--- config.mk ---
export PLATFORM = sky130hd
export DESIGN_NAME = bencode_stream_tokenizer_flat
export DESIGN_NICKNAME = d
export VERILOG_FILES = /design/src/bst_pkg.sv /design/src/bst_if.sv /design/src/bst_frame_stack.sv /design/src/bst_step.sv /design/src/bencode_stream_tokenizer.sv /design/src/flat_wrapper.sv
export SDC_FILE = /design/constraint.sdc
export NUM_CORES = 1
export LEC_CHECK = 0
export ABC_AREA = 1
export BUFFER_PORTS_ARGS = -buffer_cell sky130_fd_sc_hd__buf_2
export CORE_MARGIN = 8
export CORE_UTILIZATION = 55
export CTS_BUF_LIST = sky130_fd_sc_hd__clkbuf_2 sky130_fd_sc_hd__clkbuf_4 sky130_fd_sc_hd__clkbuf_8
export CTS_CLUSTER_SIZE = 10
export DETAILED_ROUTE_END_ITERATION = 10
export PLACE_DENSITY = 0.73
export REMOVE_ABC_BUFFERS = 1
export SYNTH_ARGS = -nofsm -noshare
export SYNTH_HDL_FRONTEND = slang
export SYNTH_SLANG_ARGS = --single-unit
--- constraint.sdc ---
create_clock -name clk_i -period 14.9 [get_ports clk_i]
set_input_delay 2.235 -clock clk_i [delete_from_list [all_inputs] [get_ports clk_i]]
set_output_delay 2.235 -clock clk_i [all_outputs]
set_load 0.02 [all_outputs]
--- src/bst_pkg.sv ---
// Shared types and constants for the bencode stream tokenizer.
// Holds the phase, frame and event codes and the state and result structs.
// Has no dependencies; every other file of the block uses it.
package bst_pkg;

  localparam int unsigned BYTE_W        = 8;
  localparam int unsigned VALUE_W       = 63;
  localparam int unsigned DEPTH_W       = 6;
  localparam int unsigned EVENT_W       = 3;
  localparam int unsigned MAX_DEPTH_DEF = 32;

  localparam logic [BYTE_W-1:0] CH_I     = 8'h69;
  localparam logic [BYTE_W-1:0] CH_E     = 8'h65;
  localparam logic [BYTE_W-1:0] CH_L     = 8'h6C;
  localparam logic [BYTE_W-1:0] CH_D     = 8'h64;
  localparam logic [BYTE_W-1:0] CH_COLON = 8'h3A;
  localparam logic [BYTE_W-1:0] CH_ZERO  = 8'h30;
  localparam logic [BYTE_W-1:0] CH_NINE  = 8'h39;

  typedef enum logic [1:0] {
    PH_VALUE = 2'd0,
    PH_INT   = 2'd1,
    PH_LEN   = 2'd2,
    PH_DATA  = 2'd3
  } phase_e;

  typedef enum logic [1:0] {
    FR_LIST = 2'd0,
    FR_KEY  = 2'd1,
    FR_VAL  = 2'd2,
    FR_NONE = 2'd3
  } frame_e;

  typedef enum logic [EVENT_W-1:0] {
    EV_NONE  = 3'd0,
    EV_INT   = 3'd1,
    EV_HDR   = 3'd2,
    EV_BYTE  = 3'd3,
    EV_LIST  = 3'd4,
    EV_DICT  = 3'd5,
    EV_CLOSE = 3'd6,
    EV_ERR   = 3'd7
  } event_e;

  typedef struct packed {
    phase_e               phase;
    logic [VALUE_W-1:0]   accum;
    logic [VALUE_W-1:0]   left;
  } state_t;

  typedef struct packed {
    event_e               event_res;
    logic [VALUE_W-1:0]   value;
    logic                 is_key;
    logic [DEPTH_W-1:0]   depth;
    logic                 last_byte;
    logic                 doc_done;
  } result_t;

endpackage

--- src/bst_if.sv ---
// Handshake channels of the bencode stream tokenizer: byte input and token output.
// Each carries valid, ready and the item payload, with source and sink modports.
// Depends on bst_pkg for the field widths.
interface bst_byte_if;
  logic                           valid;
  logic                           ready;
  logic [bst_pkg::BYTE_W-1:0]     in_byte;

  modport source (output valid, output in_byte, input ready);
  modport sink (input valid, input in_byte, output ready);
endinterface

interface bst_token_if;
  logic                           valid;
  logic                           ready;
  logic [bst_pkg::EVENT_W-1:0]    event_res;
  logic [bst_pkg::VALUE_W-1:0]    value;
  logic                           is_key;
  logic [bst_pkg::DEPTH_W-1:0]    depth;
  logic                           last_byte;
  logic                           doc_done;

  modport source (output valid, output event_res, output value, output is_key,
                  output depth, output last_byte, output doc_done, input ready);
  modport sink (input valid, input event_res, input value, input is_key,
                input depth, input last_byte, input doc_done, output ready);
endinterface

--- src/bst_frame_stack.sv ---
// Frame stack memory: one write port and two registered read ports.
// The read ports hold the top frame and the frame below it, with write forwarding.
// Depends on bst_pkg for the default depth.
module bst_frame_stack #(
  parameter int unsigned DEPTH = bst_pkg::MAX_DEPTH_DEF,
  parameter int unsigned AW    = (DEPTH > 1) ? $clog2(DEPTH) : 1
) (
  input  logic          clk_i,
  input  logic          en_i,
  input  logic          we_i,
  input  logic [AW-1:0] wa_i,
  input  logic [1:0]    wd_i,
  input  logic [AW-1:0] ra_top_i,
  input  logic [AW-1:0] ra_below_i,
  output logic [1:0]    top_o,
  output logic [1:0]    below_o
);

  logic [1:0] mem [DEPTH];
  logic [1:0] top_q;
  logic [1:0] below_q;

  always_ff @(posedge clk_i) begin
    if (en_i && we_i) begin
      mem[wa_i] <= wd_i;
    end
  end

  always_ff @(posedge clk_i) begin
    if (en_i) begin
      top_q   <= (we_i && (wa_i == ra_top_i)) ? wd_i : mem[ra_top_i];
      below_q <= (we_i && (wa_i == ra_below_i)) ? wd_i : mem[ra_below_i];
    end
  end

  assign top_o   = top_q;
  assign below_o = below_q;

endmodule

--- src/bst_step.sv ---
// Per-byte tokenizer logic: decodes one byte against the current state.
// Produces the token, the next state and the frame stack write.
// Depends on bst_pkg for codes, character constants and structs.
module bst_step #(
  parameter int unsigned MAX_DEPTH = bst_pkg::MAX_DEPTH_DEF,
  parameter int unsigned LVL_W     = $clog2(MAX_DEPTH + 1),
  parameter int unsigned AW        = (MAX_DEPTH > 1) ? $clog2(MAX_DEPTH) : 1
) (
  input  logic [bst_pkg::BYTE_W-1:0] byte_i,
  input  bst_pkg::state_t            state_i,
  input  logic [LVL_W-1:0]           level_i,
  input  logic [1:0]                 top_i,
  input  logic [1:0]                 below_i,
  output bst_pkg::state_t            state_o,
  output logic [LVL_W-1:0]           level_o,
  output logic                       we_o,
  output logic [AW-1:0]              wa_o,
  output logic [1:0]                 wd_o,
  output bst_pkg::result_t           result_o
);

  logic                            is_digit;
  logic [3:0]                      digit_val;
  logic [bst_pkg::VALUE_W+3:0]     accum_x;
  logic                            accum_ovf;
  logic [bst_pkg::VALUE_W-1:0]     left_dec;
  bst_pkg::frame_e                 cur_t;
  bst_pkg::frame_e                 fin_t;
  logic [AW-1:0]                   fin_idx;
  logic                            do_fin;
  logic                            err;
  logic [LVL_W-1:0]                level_m1;

  assign is_digit  = (byte_i >= bst_pkg::CH_ZERO) && (byte_i <= bst_pkg::CH_NINE);
  assign digit_val = byte_i[3:0];
  assign accum_x   = ({4'b0, state_i.accum} << 3) + ({4'b0, state_i.accum} << 1)
                   + (bst_pkg::VALUE_W + 4)'(digit_val);
  assign accum_ovf = |accum_x[bst_pkg::VALUE_W+3:bst_pkg::VALUE_W];
  assign left_dec  = (state_i.left != '0) ? state_i.left - 1'b1 : state_i.left;
  assign level_m1  = level_i - LVL_W'(1);
  assign cur_t     = (level_i == '0) ? bst_pkg::FR_NONE : bst_pkg::frame_e'(top_i);

  always_comb begin
    state_o  = state_i;
    level_o  = level_i;
    we_o     = 1'b0;
    wa_o     = AW'(level_m1);
    wd_o     = bst_pkg::FR_LIST;
    do_fin   = 1'b0;
    fin_t    = cur_t;
    fin_idx  = AW'(level_m1);
    err      = 1'b0;
    result_o = '0;
    result_o.event_res = bst_pkg::EV_NONE;

    case (state_i.phase)
      bst_pkg::PH_VALUE: begin
        if ((byte_i == bst_pkg::CH_E) &&
            ((cur_t == bst_pkg::FR_LIST) || (cur_t == bst_pkg::FR_KEY))) begin
          level_o = level_m1;
          result_o.event_res = bst_pkg::EV_CLOSE;
          do_fin  = 1'b1;
          fin_t   = (level_i == LVL_W'(1)) ? bst_pkg::FR_NONE : bst_pkg::frame_e'(below_i);
          fin_idx = AW'(level_i - LVL_W'(2));
        end else if (is_digit) begin
          state_o.accum = bst_pkg::VALUE_W'(digit_val);
          state_o.phase = bst_pkg::PH_LEN;
        end else if (byte_i == bst_pkg::CH_COLON) begin
          result_o.event_res = bst_pkg::EV_HDR;
          result_o.is_key    = (cur_t == bst_pkg::FR_KEY);
          result_o.last_byte = 1'b1;
          do_fin = 1'b1;
        end else if (cur_t == bst_pkg::FR_KEY) begin
          err = 1'b1;
        end else if (byte_i == bst_pkg::CH_I) begin
          state_o.accum = '0;
          state_o.phase = bst_pkg::PH_INT;
        end else if ((byte_i == bst_pkg::CH_L) || (byte_i == bst_pkg::CH_D)) begin
          if (level_i >= LVL_W'(MAX_DEPTH)) begin
            err = 1'b1;
          end else begin
            we_o    = 1'b1;
            wa_o    = AW'(level_i);
            wd_o    = (byte_i == bst_pkg::CH_L) ? bst_pkg::FR_LIST : bst_pkg::FR_KEY;
            level_o = level_i + LVL_W'(1);
            result_o.event_res = (byte_i == bst_pkg::CH_L) ? bst_pkg::EV_LIST
                                                           : bst_pkg::EV_DICT;
          end
        end else begin
          err = 1'b1;
        end
      end
      bst_pkg::PH_INT: begin
        if (is_digit) begin
          if (accum_ovf) begin
            err = 1'b1;
          end else begin
            state_o.accum = accum_x[bst_pkg::VALUE_W-1:0];
          end
        end else if (byte_i == bst_pkg::CH_E) begin
          result_o.event_res = bst_pkg::EV_INT;
          result_o.value     = state_i.accum;
          state_o.accum      = '0;
          do_fin = 1'b1;
        end else begin
          err = 1'b1;
        end
      end
      bst_pkg::PH_LEN: begin
        if (is_digit) begin
          if (accum_ovf) begin
            err = 1'b1;
          end else begin
            state_o.accum = accum_x[bst_pkg::VALUE_W-1:0];
          end
        end else if (byte_i == bst_pkg::CH_COLON) begin
          result_o.event_res = bst_pkg::EV_HDR;
          result_o.value     = state_i.accum;
          result_o.is_key    = (cur_t == bst_pkg::FR_KEY);
          state_o.accum      = '0;
          if (state_i.accum == '0) begin
            result_o.last_byte = 1'b1;
            do_fin = 1'b1;
          end else begin
            state_o.left  = state_i.accum;
            state_o.phase = bst_pkg::PH_DATA;
          end
        end else begin
          err = 1'b1;
        end
      end
      bst_pkg::PH_DATA: begin
        result_o.event_res = bst_pkg::EV_BYTE;
        result_o.value     = bst_pkg::VALUE_W'(byte_i);
        result_o.is_key    = (cur_t == bst_pkg::FR_KEY);
        state_o.left       = left_dec;
        if (left_dec == '0) begin
          result_o.last_byte = 1'b1;
          do_fin = 1'b1;
        end
      end
      default: begin
        err = 1'b1;
      end
    endcase

    if (do_fin) begin
      state_o.phase = bst_pkg::PH_VALUE;
      case (fin_t)
        bst_pkg::FR_NONE: begin
          result_o.doc_done = 1'b1;
        end
        bst_pkg::FR_KEY: begin
          we_o = 1'b1;
          wa_o = fin_idx;
          wd_o = bst_pkg::FR_VAL;
        end
        bst_pkg::FR_VAL: begin
          we_o = 1'b1;
          wa_o = fin_idx;
          wd_o = bst_pkg::FR_KEY;
        end
        default: begin
        end
      endcase
    end

    if (err) begin
      level_o  = '0;
      state_o  = '0;
      state_o.phase = bst_pkg::PH_VALUE;
      we_o     = 1'b0;
      result_o = '0;
      result_o.event_res = bst_pkg::EV_ERR;
    end

    result_o.depth = bst_pkg::DEPTH_W'(level_o);
  end

endmodule

--- src/bencode_stream_tokenizer.sv ---
// Top level of the bencode stream tokenizer.
// Instantiates bst_step and bst_frame_stack; uses bst_pkg and the bst_if channels.
//
// Usage: bencoded bytes enter on byte_i, one byte per item. For every byte
// exactly one token item leaves on token_o: none, integer done, string header,
// string byte, list open, dict open, close or error, with value, key flag,
// nesting depth after the byte, last-byte flag and end-of-document flag.
// An accepted byte waits in the input register, is decoded from there, and
// its token is shown from the result register. Throughput is one byte per
// cycle while token_o does not stall, set by the parse state and the frame
// stack memory being updated as each byte is decoded; the memory's two read
// ports keep the top frame and the frame below it ready for the next byte.
// When token_o stalls, the result register holds its token and the input
// register still takes one more byte; byte_i.ready then falls until the
// token is taken. Reset clears the valid flags, the phase, the counters and
// the nesting level; the frame stack needs no clearing pass, since only
// frames below the current level are read.
module bencode_stream_tokenizer #(
  parameter int unsigned MAX_DEPTH = bst_pkg::MAX_DEPTH_DEF
) (
  input  logic        clk_i,
  input  logic        rst_ni,
  bst_byte_if.sink    byte_i,
  bst_token_if.source token_o
);

  localparam int unsigned LVL_W = $clog2(MAX_DEPTH + 1);
  localparam int unsigned AW    = (MAX_DEPTH > 1) ? $clog2(MAX_DEPTH) : 1;

  logic                          in_valid_q;
  logic [bst_pkg::BYTE_W-1:0]    in_byte_q;
  logic                          out_valid_q;
  bst_pkg::result_t              out_q;
  bst_pkg::result_t              res_d;
  bst_pkg::state_t               state_q;
  bst_pkg::state_t               state_d;
  logic [LVL_W-1:0]              level_q;
  logic [LVL_W-1:0]              level_d;
  logic                          advance;
  logic                          we;
  logic [AW-1:0]                 wa;
  logic [1:0]                    wd;
  logic [1:0]                    top_frame;
  logic [1:0]                    below_frame;

  assign advance      = in_valid_q && (!out_valid_q || token_o.ready);
  assign byte_i.ready = !in_valid_q || advance;

  always_ff @(posedge clk_i or negedge rst_ni) begin
    if (!rst_ni) begin
      in_valid_q <= 1'b0;
    end else if (byte_i.ready) begin
      in_valid_q <= byte_i.valid;
    end
  end

  always_ff @(posedge clk_i) begin
    if (byte_i.ready && byte_i.valid) begin
      in_byte_q <= byte_i.in_byte;
    end
  end

  always_ff @(posedge clk_i or negedge rst_ni) begin
    if (!rst_ni) begin
      state_q     <= '{phase: bst_pkg::PH_VALUE, accum: '0, left: '0};
      level_q     <= '0;
      out_valid_q <= 1'b0;
    end else if (advance) begin
      state_q     <= state_d;
      level_q     <= level_d;
      out_valid_q <= 1'b1;
    end else if (token_o.ready) begin
      out_valid_q <= 1'b0;
    end
  end

  always_ff @(posedge clk_i) begin
    if (advance) begin
      out_q <= res_d;
    end
  end

  bst_step #(
    .MAX_DEPTH (MAX_DEPTH),
    .LVL_W     (LVL_W),
    .AW        (AW)
  ) u_step (
    .byte_i   (in_byte_q),
    .state_i  (state_q),
    .level_i  (level_q),
    .top_i    (top_frame),
    .below_i  (below_frame),
    .state_o  (state_d),
    .level_o  (level_d),
    .we_o     (we),
    .wa_o     (wa),
    .wd_o     (wd),
    .result_o (res_d)
  );

  bst_frame_stack #(
    .DEPTH (MAX_DEPTH),
    .AW    (AW)
  ) u_frame_stack (
    .clk_i      (clk_i),
    .en_i       (advance),
    .we_i       (we),
    .wa_i       (wa),
    .wd_i       (wd),
    .ra_top_i   (AW'(level_d - LVL_W'(1))),
    .ra_below_i (AW'(level_d - LVL_W'(2))),
    .top_o      (top_frame),
    .below_o    (below_frame)
  );

  assign token_o.valid     = out_valid_q;
  assign token_o.event_res = out_q.event_res;
  assign token_o.value     = out_q.value;
  assign token_o.is_key    = out_q.is_key;
  assign token_o.depth     = out_q.depth;
  assign token_o.last_byte = out_q.last_byte;
  assign token_o.doc_done  = out_q.doc_done;

endmodule

--- src/flat_wrapper.sv ---
// flat-port wrapper written by rule: the top's interface ports become plain ports
module bencode_stream_tokenizer_flat 
#(
  parameter int unsigned MAX_DEPTH = bst_pkg::MAX_DEPTH_DEF
)
  (clk_i, rst_ni, byte_i_valid, byte_i_in_byte, byte_i_ready, token_o_valid, token_o_event_res, token_o_value, token_o_is_key, token_o_depth, token_o_last_byte, token_o_doc_done, token_o_ready);
  bst_byte_if byte_i_i ();
  bst_token_if token_o_i ();
  input  logic clk_i;
  input  logic rst_ni;
  input wire logic [$bits(byte_i_i.valid)-1:0] byte_i_valid;
  input wire logic [$bits(byte_i_i.in_byte)-1:0] byte_i_in_byte;
  output wire logic [$bits(byte_i_i.ready)-1:0] byte_i_ready;
  output wire logic [$bits(token_o_i.valid)-1:0] token_o_valid;
  output wire logic [$bits(token_o_i.event_res)-1:0] token_o_event_res;
  output wire logic [$bits(token_o_i.value)-1:0] token_o_value;
  output wire logic [$bits(token_o_i.is_key)-1:0] token_o_is_key;
  output wire logic [$bits(token_o_i.depth)-1:0] token_o_depth;
  output wire logic [$bits(token_o_i.last_byte)-1:0] token_o_last_byte;
  output wire logic [$bits(token_o_i.doc_done)-1:0] token_o_doc_done;
  input wire logic [$bits(token_o_i.ready)-1:0] token_o_ready;
  assign byte_i_i.valid = byte_i_valid;
  assign byte_i_i.in_byte = byte_i_in_byte;
  assign byte_i_ready = byte_i_i.ready;
  assign token_o_valid = token_o_i.valid;
  assign token_o_event_res = token_o_i.event_res;
  assign token_o_value = token_o_i.value;
  assign token_o_is_key = token_o_i.is_key;
  assign token_o_depth = token_o_i.depth;
  assign token_o_last_byte = token_o_i.last_byte;
  assign token_o_doc_done = token_o_i.doc_done;
  assign token_o_i.ready = token_o_ready;
  bencode_stream_tokenizer #(.MAX_DEPTH(MAX_DEPTH)) u_core (.clk_i(clk_i), .rst_ni(rst_ni), .byte_i(byte_i_i), .token_o(token_o_i));
endmodule
==> After elaboration in Yosys (flattened, before gate mapping) <==
Memory sizes are Yosys's and may differ from the RTL's. A register that Yosys moved wholly into a read port is not among the register bits.
Index checks and enable logic that the tools add are counted.
{ "op_classes": {"order_cmp": 3, "eq_ne": 29, "n_bitwise": 1, "mul": 0, "reduce_logical": 27, "n_mux": 115, "n_shift": 0, "add_sub_neg": 8, "div": 0} }
{ "ops": {"columns": ["cell", "n"], "rows": [
  ["63-bit two-way mux", 7],
  ["63-bit one-hot mux with 3 select lines", 2],
  ["65-bit two-way mux", 5],
  ["128-bit two-way mux", 2],
  ["66-bit two-way mux", 2],
  ["64-bit two-way mux", 2],
  ["63-bit zero test", 2],
  ["63-bit one-hot mux with 2 select lines", 1],
  ["66-bit by 64-bit adder with 67-bit output", 1],
  ["67-bit by 4-bit adder with 67-bit output", 1],
  ["63-bit nonzero test", 1],
  ["63-bit by 1-bit subtractor with 63-bit output, second input constant", 1],
  ["5-bit two-way mux", 12],
  ["6-bit two-way mux", 9],
  ["1-bit two-way mux", 51],
  ["4-bit != test, second input constant", 9],
  ["8-bit by 7-bit equality test with 1-bit output, second input constant", 4],
  ["3-bit two-way mux", 7],
  ["2-bit two-way mux", 8],
  ["5-bit != test, second input constant", 3],
  ["3-bit != test, second input constant", 4],
  ["3-bit one-hot mux with 4 select lines", 1],
  ["5-bit by 2-bit subtractor with 5-bit output, second input constant", 2],
  ["1-bit one-hot mux with 3 select lines", 3],
  ["other kinds (26)", 43]
]} }
{ "totals": {"mem_count": 1, "elab_cells": 197, "ramBits": 64, "ff_bits": 219, "output_inout_bits": 77, "latch_bits": 0, "inputBits": 12, "mem_bits_ro": 0} }
{ "mem_list": {"columns": ["memory", "depth", "word_bits", "rd", "rd_ports_with_merged_regs", "write_ports", "line_no", "source"], "rows": [
  ["u_core.u_frame_stack.mem", 32, 2, 2, 2, 1, "bst_frame_stack.sv:19", "logic [1:0] mem [DEPTH];"]
]} }

==> Logic depth before layout (Yosys ltp) <==
{ "depth": {"ltp_word": 15, "depth_mapped": 37, "mapped_depth_nobuf": 34} }

==> Modules after synthesis <==
From an unflattened synthesis, not the netlist that was laid out.
{ "hier_totals": {"hier_cells": 4306, "hier_area_um2": 27565.2} }
{ "by_module_without_submodules": {"columns": ["mod", "cells_per_inst", "area_each_um2", "seq_area_each_um2", "instances"], "rows": [
  ["bst_step", 3148, 15766.4, 0.0, 1],
  ["bencode_stream_tokenizer", 698, 7976.4, 5895.7, 1],
  ["bst_frame_stack", 460, 3822.4, 2042.0, 1]
]} }

==> Least setup slack after synthesis <==
No wires, ideal clock.
{ "synth_timing": {"path_kind": "input -> register", "start": "in token_o_ready", "end": "mem u_core.u_frame_stack.mem[0][0] (enable)", "cell_stages": 8, "n_path_buf": 0, "t_arrival_ns": 4.908, "path_slack_ns": 9.683, "cell_sequence": "inv_1 nand2_1 nand2_1 inv_1 nand3_2 a21oi_4 nand2_2 nor2_1"} }
{ "synth_via": {"elab_chain_cells": 5} }
{ "synth_lines": {"columns": ["item", "line_no", "source"], "rows": [
  ["start: declaration", "flat_wrapper.sv:21", "input wire logic [$bits(token_o_i.ready)-1:0] token_o_ready;"],
  ["1-bit logical OR", "bencode_stream_tokenizer.sv:46", "assign advance = in_valid_q && (!out_valid_q || token_o.ready);"],
  ["1-bit logical AND", "bencode_stream_tokenizer.sv:46", null],
  ["net u_core.advance", "bencode_stream_tokenizer.sv:39", "logic advance;"],
  ["1-bit logical AND", "bst_frame_stack.sv:24", "if (en_i && we_i) begin"],
  ["1-bit two-way mux", "bst_frame_stack.sv:24", null],
  ["1-bit two-way mux (implied by the code)", "bst_frame_stack.sv:25", "mem[wa_i] <= wd_i;"],
  ["end: declaration", "bst_frame_stack.sv:19", null]
]} }
The timed path passes the listed nets, and every way through them passes these cells.

==> Worst setup path after layout <==
{ "layout_timing": {"start": "reg u_core.in_byte_q[3] (netlist name)", "end": "reg u_core.u_frame_stack.top_q[1], in the netlist u_core.u_frame_stack.top_o[1], read port of u_core.u_frame_stack.mem (data pin)"} }
{ "layout_via": {"elab_chain_cells": 11} }
{ "layout_lines": {"columns": ["item", "line_no", "source"], "rows": [
  ["start: declaration", "bencode_stream_tokenizer.sv:31", "logic [bst_pkg::BYTE_W-1:0] in_byte_q;"],
  ["start signal: assignment", "bencode_stream_tokenizer.sv:59", "in_byte_q <= byte_i.in_byte;"],
  ["branches (longest 9 deep; another with 67-bit by 4-bit adder with 67-bit output)", null, null],
  ["6-bit two-way mux *", "bst_step.sv:168", "if (err) begin"],
  ["5-bit by 1-bit subtractor with 5-bit output *", "bencode_stream_tokenizer.sv:110", ".ra_top_i (AW'(level_d - LVL_W'(1))),"],
  ["end: declaration", "bst_frame_stack.sv:20", "logic [1:0] top_q;"]
]} }
Mark *: on every way between the ends.
A chain may end at the register's enable or synchronous reset.

==> summary.txt <==
STA
  • Fmax: 0.138 GHz
  • Tmin final: 7.23 ns
  • Final worst slack: 7.67 ns
  • Slew Limit Fails: 0
  • Total Neg Setup Slack: 0 ns
  • Skew final: 0.0551 ns
  • Final setup vio count: 0
  • WHS: 0.536 ns
  • RSZ-0062 raised after global routing: no
  • Hold Vio Cnt, Final: 0
  • Least-Margin Pin Slew: 1.34 ns
  • Tcrit/Tclk final: 48.5%
  • Max_slew headroom: 10.5%

Setup path
  • Worst-path fanout max: 52
  • Setup crit end: u_core.u_frame_stack.top_o[1]
  • Most frequent CP cell: nand2_1
  • Critical Path Source Type: flip-flop
  • R2R cell count: 30
  • R2R Path Start: u_core.in_byte_q[3]
  • Worst Path Arrival: 7.66 ns
  • Register-to-register setup slack: 7.67 ns
  • Reg2Reg Capture Point: u_core.u_frame_stack.top_o[1]
  • CP Class: reg2reg
  • Slowest-stage cell, CP: ha_1
  • CP Data Required Time: 15.33 ns
  • Worst Setup End Kind: flip-flop
  • CP Launch Point: u_core.in_byte_q[3]
  • Slowest stage delay, CP: 1.01 ns

Placed design
  • IO buf count: 88
  • Post-DP HPWL: 57900 um
  • RD Place Congestion: 0.995
  • Post-DP Area: 23100 um^2
  • Dpl ws: 7.71 ns
  • Placed insts: 3652

Global routing
  • All-layer global routing usage: 32.0%
  • Largest net degree at the start of global routing: 97
  • Gr ovfl total: 0
  • First-pass GRT wire length: 119000 um
  • Initial antenna violation count: 2
  • Vias in the first global route: 21.0k

Synthesis
  • Number of synthesized register bits: 287
  • Post-Synth Adder-Cell Area: 8.31%
  • Synth top area share: 20.3%
  • Synth area leaders: edfxtp_1 (20%), dfrtp_1 (15%), nand2_1 (14%)
  • Synth unique cells: 60
  • Syn_area_per_cell: 7.16 um^2
  • Post-synthesis xor/xnor area fraction: 2.98%
  • Async SR Flop Fraction: 47.4%
  • Most used DFF post-synth: edfxtp_1
  • Mapped cell area: 22300 um^2
  • EDFF count, synth: 151
  • Synth warn: 0
  • Cell with the most instances after synthesis: nand2_1
  • Largest family of logic cells by synthesized area: simple AND/OR/NAND/NOR gates
  • Top cells by count, synth: nand2_1 (819), inv_1 (385), nor2_1 (339)
  • Seq/Total Area, Yosys: 35.6%
  • Largest area contributor in the netlist: edfxtp_1
  • Post-synthesis mux area share: 0.0448%
  • Mapped Cells: 3117
  • Synth Area in Compound Gates: 12.3%
  • Synth Area in Simple Gates: 31.7%

Clock tree
  • Clock-pin slew on the worst setup and hold paths: 0.06 ns
  • Post-CTS Setup Bufs: 0
  • Post-CTS Resized: 0
  • CTS tree: built
  • Sink Count: 287
  • Root Driver: clkbuf_8
  • CTS max path bufs: 3
  • Cts hold-fix bufs: 0
  • Htree depth: 2
  • CTS Buf Count: 53
  • Worst-Skew Late Latency: 0.69 ns

Detailed routing
  • Antenna Violating Nets Remaining: 0
  • 1st-iter DRT viols: 2000
  • Routed WL: 77400 um
  • Avg WL per Cell: 20.6 um
  • DR vias: 21.9k
  • Vias per cell: 5.84
  • Residual DRC: 0
  • DRT Pass-1 Iters: 5

Power
  • PwrDens: 94.2 nW/um^2
  • Pwr Total: 2.28 mW
  • Leakage Power: 12.5 nW
  • Peak supply drop: 0.0913 mV

Worst hold path
  • Hold Path Class: reg2reg

Floorplanning
  • Row cnt: 74
  • Top Ports: 89
  • Die Ht: 217 um
  • Die area: 47300 um^2
  • Die X: 217 um
  • Starting Density: 55.2%
  • Core Area: 40500 um^2

Layout
  • Final std cells w/o fill: 3751
  • # diodes: 0
  • Proportion of layout cells with a drive suffix above 1: 9.51%
  • Area grow syn2layout: 8.37%
  • Final core occ: 59.8%
  • Nets: 3334
  • Final instance area: 24200 um^2

Outcome
  • Status: complete, no violations

Run
  • Max-cap violations: 0
==> cells in the final DEF, fill, tap and decap left out, drive strengths merged, types with 16 or more instances in the layout <==
cell type and count:
nand4 36, o21ai 179, nor2 364, ha 145, inv 404, buf 101, a21oi 138, o211ai 72
dfrtp 136, a31oi 16, nor3 84, xnor2 32, xor2 44, edfxtp 151, clkinv 22, clkbuf 76
nor4 17, nand2 854, nand3 271
==> critical path, delay by kind of cell (launching register included) <==
kind / cells / cell delay, ns
AND/OR/NAND/NOR: 25 / 3.71
adder cells (fa/ha/maj): 3 / 1.93
buffers and inverters: 2 / 0.79
flip-flops: 1 / 0.50
==> power breakdown <==
part / switching [mW] / internal (mW) / total (mW) / leakage, nW
clock network: 0.371 / 0.468 / 0.840 / 0.603
registers: 0.0128 / 0.870 / 0.883 / 3.46
logic: 0.425 / 0.131 / 0.555 / 8.41
==> per-layer routing <==
| metal | part of all wire, % | vias to the layer above | global-route usage, % | wire (um) |
|---|---|---|---|---|
| li1 | - | 10500 | - | - |
| met5 | 0.030 | - | 0 | 23 |
| met2 | 44 | 964 | 48.3 | 33700 |
| met3 | 8.3 | 159 | 6.53 | 6410 |
| met4 | 3.6 | 4 | 11.9 | 2810 |
| met1 | 45 | 10300 | 44.9 | 34400 |
==> state kept, by name, indices dropped and copies added (netlist names), 2 cells and up <==
| signal | cells |
|---|---|
| u_core.state_q | 128 |
| u_core.token_o.depth | 6 |
| u_core.level_q | 6 |
| u_core.token_o.event_res | 3 |
| u_core.in_byte_q | 8 |
| u_core.u_frame_stack.mem | 64 |
| u_core.u_frame_stack.top_o | 2 |
| u_core.u_frame_stack.below_o | 2 |
| u_core.token_o.value | 63 |
==> logic make-up after synthesis <==
logic type / count (synthesis)
compound gates: 464
flops: 287
mux: 1
simple gates: 1637
buf+inv: 505
xor+xnor: 76
fa+ha+maj: 147
==> worst min path at each step <==
| stage | from | end | slack, ns | cells past startpoint |
|---|---|---|---|---|
| after global routing | u_core.token_o.valid | u_core.token_o.valid | 0.58 | 2 |
| after global placement | u_core.token_o.valid | u_core.token_o.valid | 0.52 | 2 |
| final | u_core.token_o.valid | u_core.token_o.valid | 0.54 | 2 |
| after detailed placement | u_core.token_o.valid | u_core.token_o.valid | 0.51 | 2 |
| after floorplan | u_core.state_q[1] | u_core.state_q[1] | 0.50 | 2 |
| after CTS | u_core.token_o.valid | u_core.token_o.valid | 0.53 | 2 |
==> layout make-up <==
class	instances	area, um^2
clock inverters	23	216
fillers	3778	16300
flip-flops and latches	287	7940
inverters	407	1530
well taps	532	666
repair buffers	101	544
clock buffers	76	921
multi-input cells	2325	12400
Power figures use the tool's default switching activity.
